**src/hw/rtl/mat_pkg.sv**
```systemverilog
// ----------------------------------------------------------------------------
// mat_pkg
// Types and constants shared by the motion alarm trigger machine.
// ----------------------------------------------------------------------------
package mat_pkg;

    localparam int Q_DEPTH      = 2;
    localparam int TDATA_IN_W   = 104;
    localparam int TDATA_OUT_W  = 48;
    localparam int CFG_ADDR_W   = 3;
    localparam int CFG_DATA_W   = 24;
    localparam logic [19:0] USEC_PER_SEC = 20'd1000000;

    typedef enum logic [1:0] {
        MODE_IDLE      = 2'd0,
        MODE_WAITING   = 2'd1,
        MODE_VIGILANT  = 2'd2,
        MODE_TRIGGERED = 2'd3
    } mode_t;

    typedef enum logic [CFG_ADDR_W-1:0] {
        CFG_THRESHOLD = 3'd0,
        CFG_NEEDED    = 3'd1,
        CFG_LIFETIME  = 3'd2,
        CFG_PRE       = 3'd3,
        CFG_POST      = 3'd4,
        CFG_MIN_TRIG  = 3'd5,
        CFG_MAX_TRIG  = 3'd6
    } cfg_idx_t;

    typedef enum logic {
        OP_FRAME = 1'b0,
        OP_RESET = 1'b1
    } op_t;

    typedef struct packed {
        logic [23:0] threshold;
        logic [7:0]  needed;
        logic [15:0] lifetime;
        logic [15:0] pre_delay;
        logic [15:0] post_delay;
        logic [15:0] min_trig;
        logic [15:0] max_trig;
    } cfg_t;

    // classified word handed from front to back
    typedef struct packed {
        op_t         op;
        logic        motion;
        logic [31:0] now_sec;
        logic [47:0] now_usec;
        logic [32:0] at_pre;
        logic [32:0] at_post;
        logic [32:0] at_min;
        logic [32:0] at_max;
    } item_t;

    typedef struct packed {
        mode_t       mode;
        logic [7:0]  frames;
        logic [32:0] end_sec;
    } result_t;

endpackage

```
**src/hw/rtl/mat_front.sv**
```systemverilog
// ----------------------------------------------------------------------------
// mat_front
// Accepts input words, flags motion and precomputes the time sums.
// ----------------------------------------------------------------------------
module mat_front (
    input  logic                        aclk,
    input  logic                        aresetn,
    input  mat_pkg::cfg_t               cfg,
    input  logic                        s_tvalid,
    output logic                        s_tready,
    input  logic [mat_pkg::TDATA_IN_W-1:0] s_tdata,
    input  logic                        s_tuser,
    output logic                        f_valid,
    input  logic                        f_ready,
    output mat_pkg::item_t              f_item
);
    import mat_pkg::*;

    logic  f_valid_reg, f_valid_next;
    item_t f_item_reg, f_item_next;
    logic  s_acc;

    logic [31:0] now;
    logic [47:0] usec;
    logic [23:0] level;

    assign now   = s_tdata[31:0];
    assign usec  = s_tdata[79:32];
    assign level = s_tdata[103:80];

    assign s_tready = !f_valid_reg || f_ready;
    assign s_acc    = s_tvalid && s_tready;

    always_comb begin
        f_item_next.op       = op_t'(s_tuser);
        f_item_next.motion   = level > cfg.threshold;
        f_item_next.now_sec  = now;
        f_item_next.now_usec = usec;
        f_item_next.at_pre   = {1'b0, now} + {17'b0, cfg.pre_delay};
        f_item_next.at_post  = {1'b0, now} + {17'b0, cfg.post_delay};
        f_item_next.at_min   = {1'b0, now} + {17'b0, cfg.min_trig};
        f_item_next.at_max   = {1'b0, now} + {17'b0, cfg.max_trig};
        f_valid_next         = s_acc || (f_valid_reg && !f_ready);
    end

    always_ff @(posedge aclk) begin
        if (!aresetn) begin
            f_valid_reg <= 1'b0;
        end else begin
            f_valid_reg <= f_valid_next;
        end
        if (s_acc) begin
            f_item_reg <= f_item_next;
        end
    end

    assign f_valid = f_valid_reg;
    assign f_item  = f_item_reg;

endmodule

```
**src/hw/rtl/mat_queue.sv**
```systemverilog
// ----------------------------------------------------------------------------
// mat_queue
// Short first-in first-out buffer between front and back.
// ----------------------------------------------------------------------------
module mat_queue #(
    parameter int DEPTH = mat_pkg::Q_DEPTH
) (
    input  logic           aclk,
    input  logic           aresetn,
    input  logic           push,
    output logic           push_ready,
    input  mat_pkg::item_t push_item,
    output logic           pop_valid,
    input  logic           pop,
    output mat_pkg::item_t pop_item
);
    import mat_pkg::*;

    localparam int PTR_W = (DEPTH > 1) ? $clog2(DEPTH) : 1;
    localparam int CNT_W = $clog2(DEPTH + 1);
    localparam logic [PTR_W-1:0] LAST = PTR_W'(DEPTH - 1);
    localparam logic [CNT_W-1:0] FULL = CNT_W'(DEPTH);

    item_t             entry_reg [DEPTH];
    logic [PTR_W-1:0]  wr_reg, wr_next;
    logic [PTR_W-1:0]  rd_reg, rd_next;
    logic [CNT_W-1:0]  cnt_reg, cnt_next;

    assign push_ready = cnt_reg != FULL;
    assign pop_valid  = cnt_reg != '0;
    assign pop_item   = entry_reg[rd_reg];

    always_comb begin
        wr_next  = wr_reg;
        rd_next  = rd_reg;
        cnt_next = cnt_reg;
        if (push) begin
            wr_next = (wr_reg == LAST) ? '0 : wr_reg + PTR_W'(1);
        end
        if (pop) begin
            rd_next = (rd_reg == LAST) ? '0 : rd_reg + PTR_W'(1);
        end
        if (push && !pop) begin
            cnt_next = cnt_reg + CNT_W'(1);
        end else if (pop && !push) begin
            cnt_next = cnt_reg - CNT_W'(1);
        end
    end

    always_ff @(posedge aclk) begin
        if (!aresetn) begin
            wr_reg  <= '0;
            rd_reg  <= '0;
            cnt_reg <= '0;
        end else begin
            wr_reg  <= wr_next;
            rd_reg  <= rd_next;
            cnt_reg <= cnt_next;
        end
        if (push) begin
            entry_reg[wr_reg] <= push_item;
        end
    end

endmodule

```
**src/hw/rtl/mat_back.sv**
```systemverilog
// ----------------------------------------------------------------------------
// mat_back
// Alarm state machine and timers; one word per cycle into the result register unless the output stalls.
// ----------------------------------------------------------------------------
module mat_back (
    input  logic                            aclk,
    input  logic                            aresetn,
    input  mat_pkg::cfg_t                   cfg,
    input  logic                            q_valid,
    output logic                            q_pop,
    input  mat_pkg::item_t                  q_item,
    output logic                            m_tvalid,
    input  logic                            m_tready,
    output logic [mat_pkg::TDATA_OUT_W-1:0] m_tdata
);
    import mat_pkg::*;

    mode_t       mode_reg, mode_next;
    logic [7:0]  frames_reg, frames_next;
    logic [32:0] may_reg, may_next;
    logic [31:0] start_reg, start_next;
    logic [32:0] seg_reg, seg_next;
    logic [47:0] ws_reg, ws_next;
    logic [35:0] lim_reg;
    logic        o_valid_reg, o_valid_next;
    result_t     o_res_reg, o_res_next;

    logic [47:0] ws_eff, elapsed;
    logic        in_win, fire, expired;
    logic [7:0]  frames_inc;
    logic [32:0] cap, end_now;

    assign q_pop = q_valid && (!o_valid_reg || m_tready);

    always_comb begin
        ws_eff     = (frames_reg == '0) ? q_item.now_usec : ws_reg;
        elapsed    = q_item.now_usec - ws_eff;
        in_win     = elapsed < {12'b0, lim_reg};
        frames_inc = (frames_reg == 8'hFF) ? frames_reg : frames_reg + 8'd1;
        fire       = frames_inc >= cfg.needed;
        expired    = {1'b0, q_item.now_sec} > seg_reg;
        cap        = {1'b0, start_reg} + {17'b0, cfg.max_trig};
        end_now    = (q_item.at_min < cap) ? q_item.at_min : cap;
    end

    // next state
    always_comb begin
        mode_next = mode_reg;
        if (q_item.op == OP_RESET) begin
            mode_next = MODE_IDLE;
        end else begin
            unique case (mode_reg)
                MODE_IDLE: begin
                    mode_next = MODE_WAITING;
                end
                MODE_WAITING: begin
                    if ({1'b0, q_item.now_sec} > may_reg) mode_next = MODE_VIGILANT;
                end
                MODE_VIGILANT: begin
                    if (q_item.motion && in_win && fire) mode_next = MODE_TRIGGERED;
                end
                MODE_TRIGGERED: begin
                    if (expired) mode_next = MODE_WAITING;
                end
            endcase
        end
    end

    // timers and counters
    always_comb begin
        frames_next = frames_reg;
        may_next    = may_reg;
        start_next  = start_reg;
        seg_next    = seg_reg;
        ws_next     = ws_reg;
        if (q_item.op == OP_RESET) begin
            frames_next = '0;
            may_next    = '0;
            start_next  = '0;
            seg_next    = '0;
            ws_next     = '0;
        end else begin
            unique case (mode_reg)
                MODE_IDLE: begin
                    may_next = q_item.at_pre;
                end
                MODE_WAITING: begin
                end
                MODE_VIGILANT: begin
                    if (q_item.motion) begin
                        if (in_win) begin
                            if (fire) begin
                                frames_next = '0;
                                ws_next     = '0;
                                start_next  = q_item.now_sec;
                                seg_next    = (q_item.at_min < q_item.at_max) ?
                                              q_item.at_min : q_item.at_max;
                            end else begin
                                frames_next = frames_inc;
                                ws_next     = ws_eff;
                            end
                        end else begin
                            frames_next = '0;
                            ws_next     = '0;
                            seg_next    = '0;
                        end
                    end
                end
                MODE_TRIGGERED: begin
                    if (expired) begin
                        may_next = q_item.at_post;
                    end else if (q_item.motion) begin
                        seg_next = end_now;
                    end
                end
            endcase
        end
        o_res_next.mode    = mode_next;
        o_res_next.frames  = frames_next;
        o_res_next.end_sec = seg_next;
        o_valid_next       = q_pop || (o_valid_reg && !m_tready);
    end

    always_ff @(posedge aclk) begin
        if (!aresetn) begin
            mode_reg    <= MODE_IDLE;
            frames_reg  <= '0;
            may_reg     <= '0;
            start_reg   <= '0;
            seg_reg     <= '0;
            ws_reg      <= '0;
            o_valid_reg <= 1'b0;
        end else begin
            o_valid_reg <= o_valid_next;
            if (q_pop) begin
                mode_reg   <= mode_next;
                frames_reg <= frames_next;
                may_reg    <= may_next;
                start_reg  <= start_next;
                seg_reg    <= seg_next;
                ws_reg     <= ws_next;
            end
        end
        lim_reg <= 36'(cfg.lifetime) * 36'(USEC_PER_SEC);
        if (q_pop) begin
            o_res_reg <= o_res_next;
        end
    end

    assign m_tvalid = o_valid_reg;
    assign m_tdata  = {5'b0, o_res_reg.end_sec, o_res_reg.frames, o_res_reg.mode};

endmodule

```
**src/hw/rtl/motion_alarm_trigger_fsm_unit.sv**
```systemverilog
// ----------------------------------------------------------------------------
// motion_alarm_trigger_fsm_unit
// Motion alarm trigger machine with configuration register bank.
// ----------------------------------------------------------------------------
// A word passes the front register, the queue and the result register.
// Throughput: one word per cycle unless the result side stalls.
// A two-entry queue lets the input side run on while the result side stalls.
// Reset (aresetn low, synchronous) clears the machine and loads register
// defaults; written configuration is registered before it takes effect.
module motion_alarm_trigger_fsm_unit #(
    parameter int QUEUE_DEPTH = mat_pkg::Q_DEPTH
) (
    input  logic                            aclk,
    input  logic                            aresetn,
    input  logic                            s_tvalid,
    output logic                            s_tready,
    // now_sec[31:0], now_usec[79:32], motion_level[103:80]
    input  logic [mat_pkg::TDATA_IN_W-1:0]  s_tdata,
    // op
    input  logic                            s_tuser,
    output logic                            m_tvalid,
    input  logic                            m_tready,
    // mode[1:0], frames_counted[9:2], trigger_end_sec[42:10], zero fill
    output logic [mat_pkg::TDATA_OUT_W-1:0] m_tdata,
    input  logic                            cfg_valid,
    output logic                            cfg_ready,
    input  logic [mat_pkg::CFG_ADDR_W-1:0]  cfg_addr,
    input  logic [mat_pkg::CFG_DATA_W-1:0]  cfg_data
);
    import mat_pkg::*;

    cfg_t  cfg_reg, cfg_next;
    logic  f_valid, f_ready, q_valid, q_pop;
    item_t f_item, q_item;

    assign cfg_ready = 1'b1;

    always_comb begin
        cfg_next = cfg_reg;
        if (cfg_valid) begin
            unique case (cfg_idx_t'(cfg_addr))
                CFG_THRESHOLD: cfg_next.threshold  = cfg_data;
                CFG_NEEDED:    cfg_next.needed     = cfg_data[7:0];
                CFG_LIFETIME:  cfg_next.lifetime   = cfg_data[15:0];
                CFG_PRE:       cfg_next.pre_delay  = cfg_data[15:0];
                CFG_POST:      cfg_next.post_delay = cfg_data[15:0];
                CFG_MIN_TRIG:  cfg_next.min_trig   = cfg_data[15:0];
                CFG_MAX_TRIG:  cfg_next.max_trig   = cfg_data[15:0];
                default:       cfg_next = cfg_reg;
            endcase
        end
    end

    always_ff @(posedge aclk) begin
        if (!aresetn) begin
            cfg_reg.threshold  <= 24'd1000;
            cfg_reg.needed     <= 8'd3;
            cfg_reg.lifetime   <= 16'd1;
            cfg_reg.pre_delay  <= 16'd0;
            cfg_reg.post_delay <= 16'd0;
            cfg_reg.min_trig   <= 16'd5;
            cfg_reg.max_trig   <= 16'd60;
        end else begin
            cfg_reg <= cfg_next;
        end
    end

    mat_front u_front (
        .aclk     (aclk),
        .aresetn  (aresetn),
        .cfg      (cfg_reg),
        .s_tvalid (s_tvalid),
        .s_tready (s_tready),
        .s_tdata  (s_tdata),
        .s_tuser  (s_tuser),
        .f_valid  (f_valid),
        .f_ready  (f_ready),
        .f_item   (f_item)
    );

    mat_queue #(
        .DEPTH (QUEUE_DEPTH)
    ) u_queue (
        .aclk       (aclk),
        .aresetn    (aresetn),
        .push       (f_valid && f_ready),
        .push_ready (f_ready),
        .push_item  (f_item),
        .pop_valid  (q_valid),
        .pop        (q_pop),
        .pop_item   (q_item)
    );

    mat_back u_back (
        .aclk     (aclk),
        .aresetn  (aresetn),
        .cfg      (cfg_reg),
        .q_valid  (q_valid),
        .q_pop    (q_pop),
        .q_item   (q_item),
        .m_tvalid (m_tvalid),
        .m_tready (m_tready),
        .m_tdata  (m_tdata)
    );

endmodule

```
**config.mk**
```make
export PLATFORM = sky130hd
export DESIGN_NAME = motion_alarm_trigger_fsm_unit
export DESIGN_NICKNAME = d
export VERILOG_FILES = /design/src/hw/rtl/mat_pkg.sv /design/src/hw/rtl/mat_front.sv /design/src/hw/rtl/mat_queue.sv /design/src/hw/rtl/mat_back.sv /design/src/hw/rtl/motion_alarm_trigger_fsm_unit.sv
export SDC_FILE = /design/constraint.sdc
export NUM_CORES = 2
export LEC_CHECK = 0
export BUFFER_PORTS_ARGS = -buffer_cell sky130_fd_sc_hd__buf_2
export CORE_MARGIN = 1
export CORE_UTILIZATION = 36
export CTS_CLUSTER_SIZE = 20
export DETAILED_ROUTE_END_ITERATION = 16
export MAX_ROUTING_LAYER = met4
export PLACE_DENSITY = 0.47
export SYNTH_ARGS = -nofsm -noshare
export SYNTH_HDL_FRONTEND = slang
export SYNTH_SLANG_ARGS = --single-unit
```
**constraint.sdc**
```tcl
create_clock -name aclk -period 32.9 [get_ports aclk]
set_input_delay 3.29 -clock aclk [delete_from_list [all_inputs] [get_ports aclk]]
set_output_delay 3.29 -clock aclk [all_outputs]
set_load 0.005 [all_outputs]
```
==> results.sh <==
export IMPL_status="finished, final reports clean"
export IMPL_critPathKind="flop to flop"
export IMPL_gp_congestion=0.8961
export IMPL_async_flop_share_pct=0
export IMPL_syn_to_final_growth_pct=12.34
export IMPL_ctsHoldBuffers=0
export IMPL_cts_sinks=990
export IMPL_vdd_ir_drop_max_mv=0.04556
export IMPL_cts_tree="built"
export IMPL_die_area_sq_mm=0.1488
export IMPL_synth_top_area_share_pct=38.81
export IMPL_critPathRequiredTime_ns=33.49
export IMPL_drt_pass1_iter_count=7
export IMPL_tightest_slew_ns=1.088
export IMPL_syn_avg_cell_area_sq_um=10.95
export IMPL_clockBufferDepth=3
export IMPL_drtIter0Drc=3108
export IMPL_slowest_delay_ns=0.76
export IMPL_remaining_drc_errors=0
export IMPL_crit_family="simple AND/OR/NAND/NOR gates"
export IMPL_period_share_pct=25.51
export IMPL_num_vias=37780
export IMPL_cellLeakagePower_nw=22.17
export IMPL_cts_made_buffers=111
export IMPL_fin_worst_skew_ns=0.05602
export IMPL_report_final_slew_viol_count=0
export IMPL_crit_buf_inv=4
export IMPL_grt_ovfl_total=0
export IMPL_ys_flop_type="edfxtp_1"
export IMPL_post_cts_buffers=0
export IMPL_cts_root_buffer="clkbuf_16"
export IMPL_grt_max_degree=120
export IMPL_cts_resized=0
export IMPL_powerDensity_mw_per_mm2=69.29
export IMPL_layout_min_cycle_time_ns=8.393
export IMPL_synth_cell_types=91
export IMPL_grt_usage_pct=21.56
export IMPL_critPathCaptureType="flop"
export IMPL_arrival_ns=8.98
export IMPL_synth_edf_count=685
export IMPL_grt_pass1_vias=35940
export IMPL_finalSetupTns_ns=0
export IMPL_synth_seq_cells=990
export IMPL_largest_reg_flops=428
export IMPL_worstPathMaxFanout=46
export IMPL_ios=188
export IMPL_yosysWarnings=0
export IMPL_rows=140
export IMPL_drive_gt1_share_pct=11.40
export IMPL_clk_insertion_delay_late_ns=0.74
export IMPL_hold_viol=0
export IMPL_nNetsFinal=5566
export IMPL_fp_dieH_microns=385.7
export IMPL_initial_core_util_pct=36.32
export IMPL_cp_start_kind="flop"
export IMPL_cts_clk_slew_worst_paths_ns=0.06
export IMPL_p_total_w=0.004126
export IMPL_portBuffers=181
export IMPL_rsz0062_at_grt="no"
export IMPL_wire_per_inst_microns=22.58
export IMPL_viasPerCell=5.421
export IMPL_drv_cap=0
export IMPL_synth_area_sq_mm=0.05300
export IMPL_dp_hpwl_mm=113.3
export IMPL_antenna_found_initial=12
export IMPL_core_sq_mm=0.1459
export IMPL_die_w_microns=385.7
export IMPL_ys_top_cells_by_area="edfxtp_1, dfxtp_1, ha_1, a21oi_1, nand2_1"
export IMPL_drt_wl_total_mm=157.3
export IMPL_grt_pass1_wl_mm=234.0
export IMPL_max_freq_mhz=119.2
export IMPL_setup_violations=0
export IMPL_final_antenna_net_count=0
export IMPL_max_slew_margin_rel_pct=27.40
export IMPL_crit_slowest_cell="a311oi_1"
export IMPL_min_path_type="flop to flop"
export IMPL_syn_instance_count=4841
export IMPL_yosysTopAreaCell="edfxtp_1"
export IMPL_synth_seq_area_share_pct=50.33
export IMPL_h_tree_depth=3
[per-stage QoR]
| step | worst slack (ns) | hold WS (ns) | util, % | cell area (sq um) | instances |
|---|---|---|---|---|---|
| floorplan | 22.62 | 0.4215 | - | 53020 | 4845 |
| global placement | 24.84 | 0.4219 | 38.28 | 55860 | 6750 |
| detailed placement | 24.67 | 0.4308 | 38.28 | 55860 | 6750 |
| CTS | 24.63 | 0.4425 | 40.79 | 59520 | 6959 |
| global route | 23.98 | 0.4490 | 40.80 | 59540 | 6966 |
| finish | 24.51 | 0.4426 | 40.81 | 59540 | 6969 |
[synthesized netlist by cell type, types with 20 or more instances]
| library cell | number |
|---|---|
| edfxtp_1 | 685 |
| nand2_1 | 546 |
| ha_1 | 423 |
| a21oi_1 | 415 |
| dfxtp_1 | 305 |
| inv_1 | 287 |
| o21ai_0 | 197 |
| clkbuf_1 | 195 |
| nor2_1 | 191 |
| nand3_1 | 144 |
| mux2i_1 | 129 |
| xnor2_1 | 110 |
| mux2_2 | 93 |
| nor3_1 | 91 |
| nand4_1 | 86 |
| a21o_1 | 81 |
| fa_1 | 60 |
| xor2_1 | 47 |
| nor4_1 | 44 |
| nor2b_1 | 39 |
| a31oi_1 | 38 |
| nor3b_1 | 38 |
| and3_1 | 35 |
| mux4_2 | 34 |
| o211ai_1 | 32 |
| a211oi_1 | 28 |
| o32ai_1 | 28 |
| buf_1 | 27 |
| or3_1 | 27 |
| a221oi_1 | 25 |
| o21a_1 | 25 |
| and2_1 | 24 |
| nand2b_1 | 20 |
[power by group]
| part | internal (W) | switching [W] | total (W) |
|---|---|---|---|
| Clock | 0.000712 | 0.000532 | 0.00124 |
| Combinational | 0.000491 | 0.000872 | 0.00136 |
| Sequential | 0.00146 | 0.0000536 | 0.00152 |
| Total | 0.00267 | 0.00146 | 0.00413 |
[kinds of logic after synthesis]
family / after synthesis / synth area share (%)
compound gates: 1073 / 12.81
xor+xnor: 157 / 2.594
fa+ha+maj: 483 / 12.25
buf+inv: 530 / 3.831
flops: 990 / 50.33
mux: 256 / 5.857
other cells: 2 / 0.01417
simple gates: 1350 / 12.31
[final cells by class]
class / count / area [sq um]
inverter: 289 / 1090
tap: 1917 / 2399
fill: 14070 / 86370
antenna: 10 / 25.02
clock buffer: 136 / 2952
multi-input combinational: 3325 / 24400
sequential: 990 / 26680
timing repair buffer: 229 / 1291
clock inverter: 73 / 705.7
[worst paths after layout]
check	cells after the start	slack [ns]	from	to
setup reg to reg	28	24.51	u_back.frames_reg[0]	u_back.start_reg[0]
hold / removal	0	0.44	u_front.f_item[54]	u_queue.entry_reg[0][54]
setup / recovery	28	24.51	u_back.frames_reg[0]	u_back.start_reg[0]
hold reg to reg	0	0.44	u_front.f_item[54]	u_queue.entry_reg[0][54]
[layout by cell type (no fill, tap or decap), types with 39 or more instances in the layout]
| cell type | count |
|---|---|
| nor2_1 | 188 |
| o21ai_0 | 197 |
| mux2i_1 | 128 |
| nand3_1 | 144 |
| nor4_1 | 44 |
| nor3_1 | 89 |
| ha_1 | 423 |
| edfxtp_1 | 685 |
| fa_1 | 60 |
| mux2_2 | 93 |
| nand2_1 | 544 |
| buf_2 | 181 |
| xor2_1 | 47 |
| clkbuf_16 | 111 |
| nor2b_1 | 39 |
| a21oi_1 | 415 |
| dfxtp_1 | 304 |
| buf_4 | 46 |
| inv_1 | 285 |
| a21o_1 | 81 |
| nand4_1 | 86 |
| xnor2_1 | 110 |
[per-layer routing]
| layer | GRT usage, % | vias to the layer above | share of wire (%) | wire, microns |
|---|---|---|---|---|
| met5 | - | - | 0 | 0 |
| met4 | 4.743 | 0 | 1.9 | 3061 |
| met3 | 3.271 | 175 | 5.5 | 8713 |
| met2 | 29.71 | 980 | 41 | 64130 |
| met1 | 32.84 | 18470 | 52 | 81430 |
| li1 | - | 18150 | - | - |
Note: power is estimated with default switching activity, not from simulation.
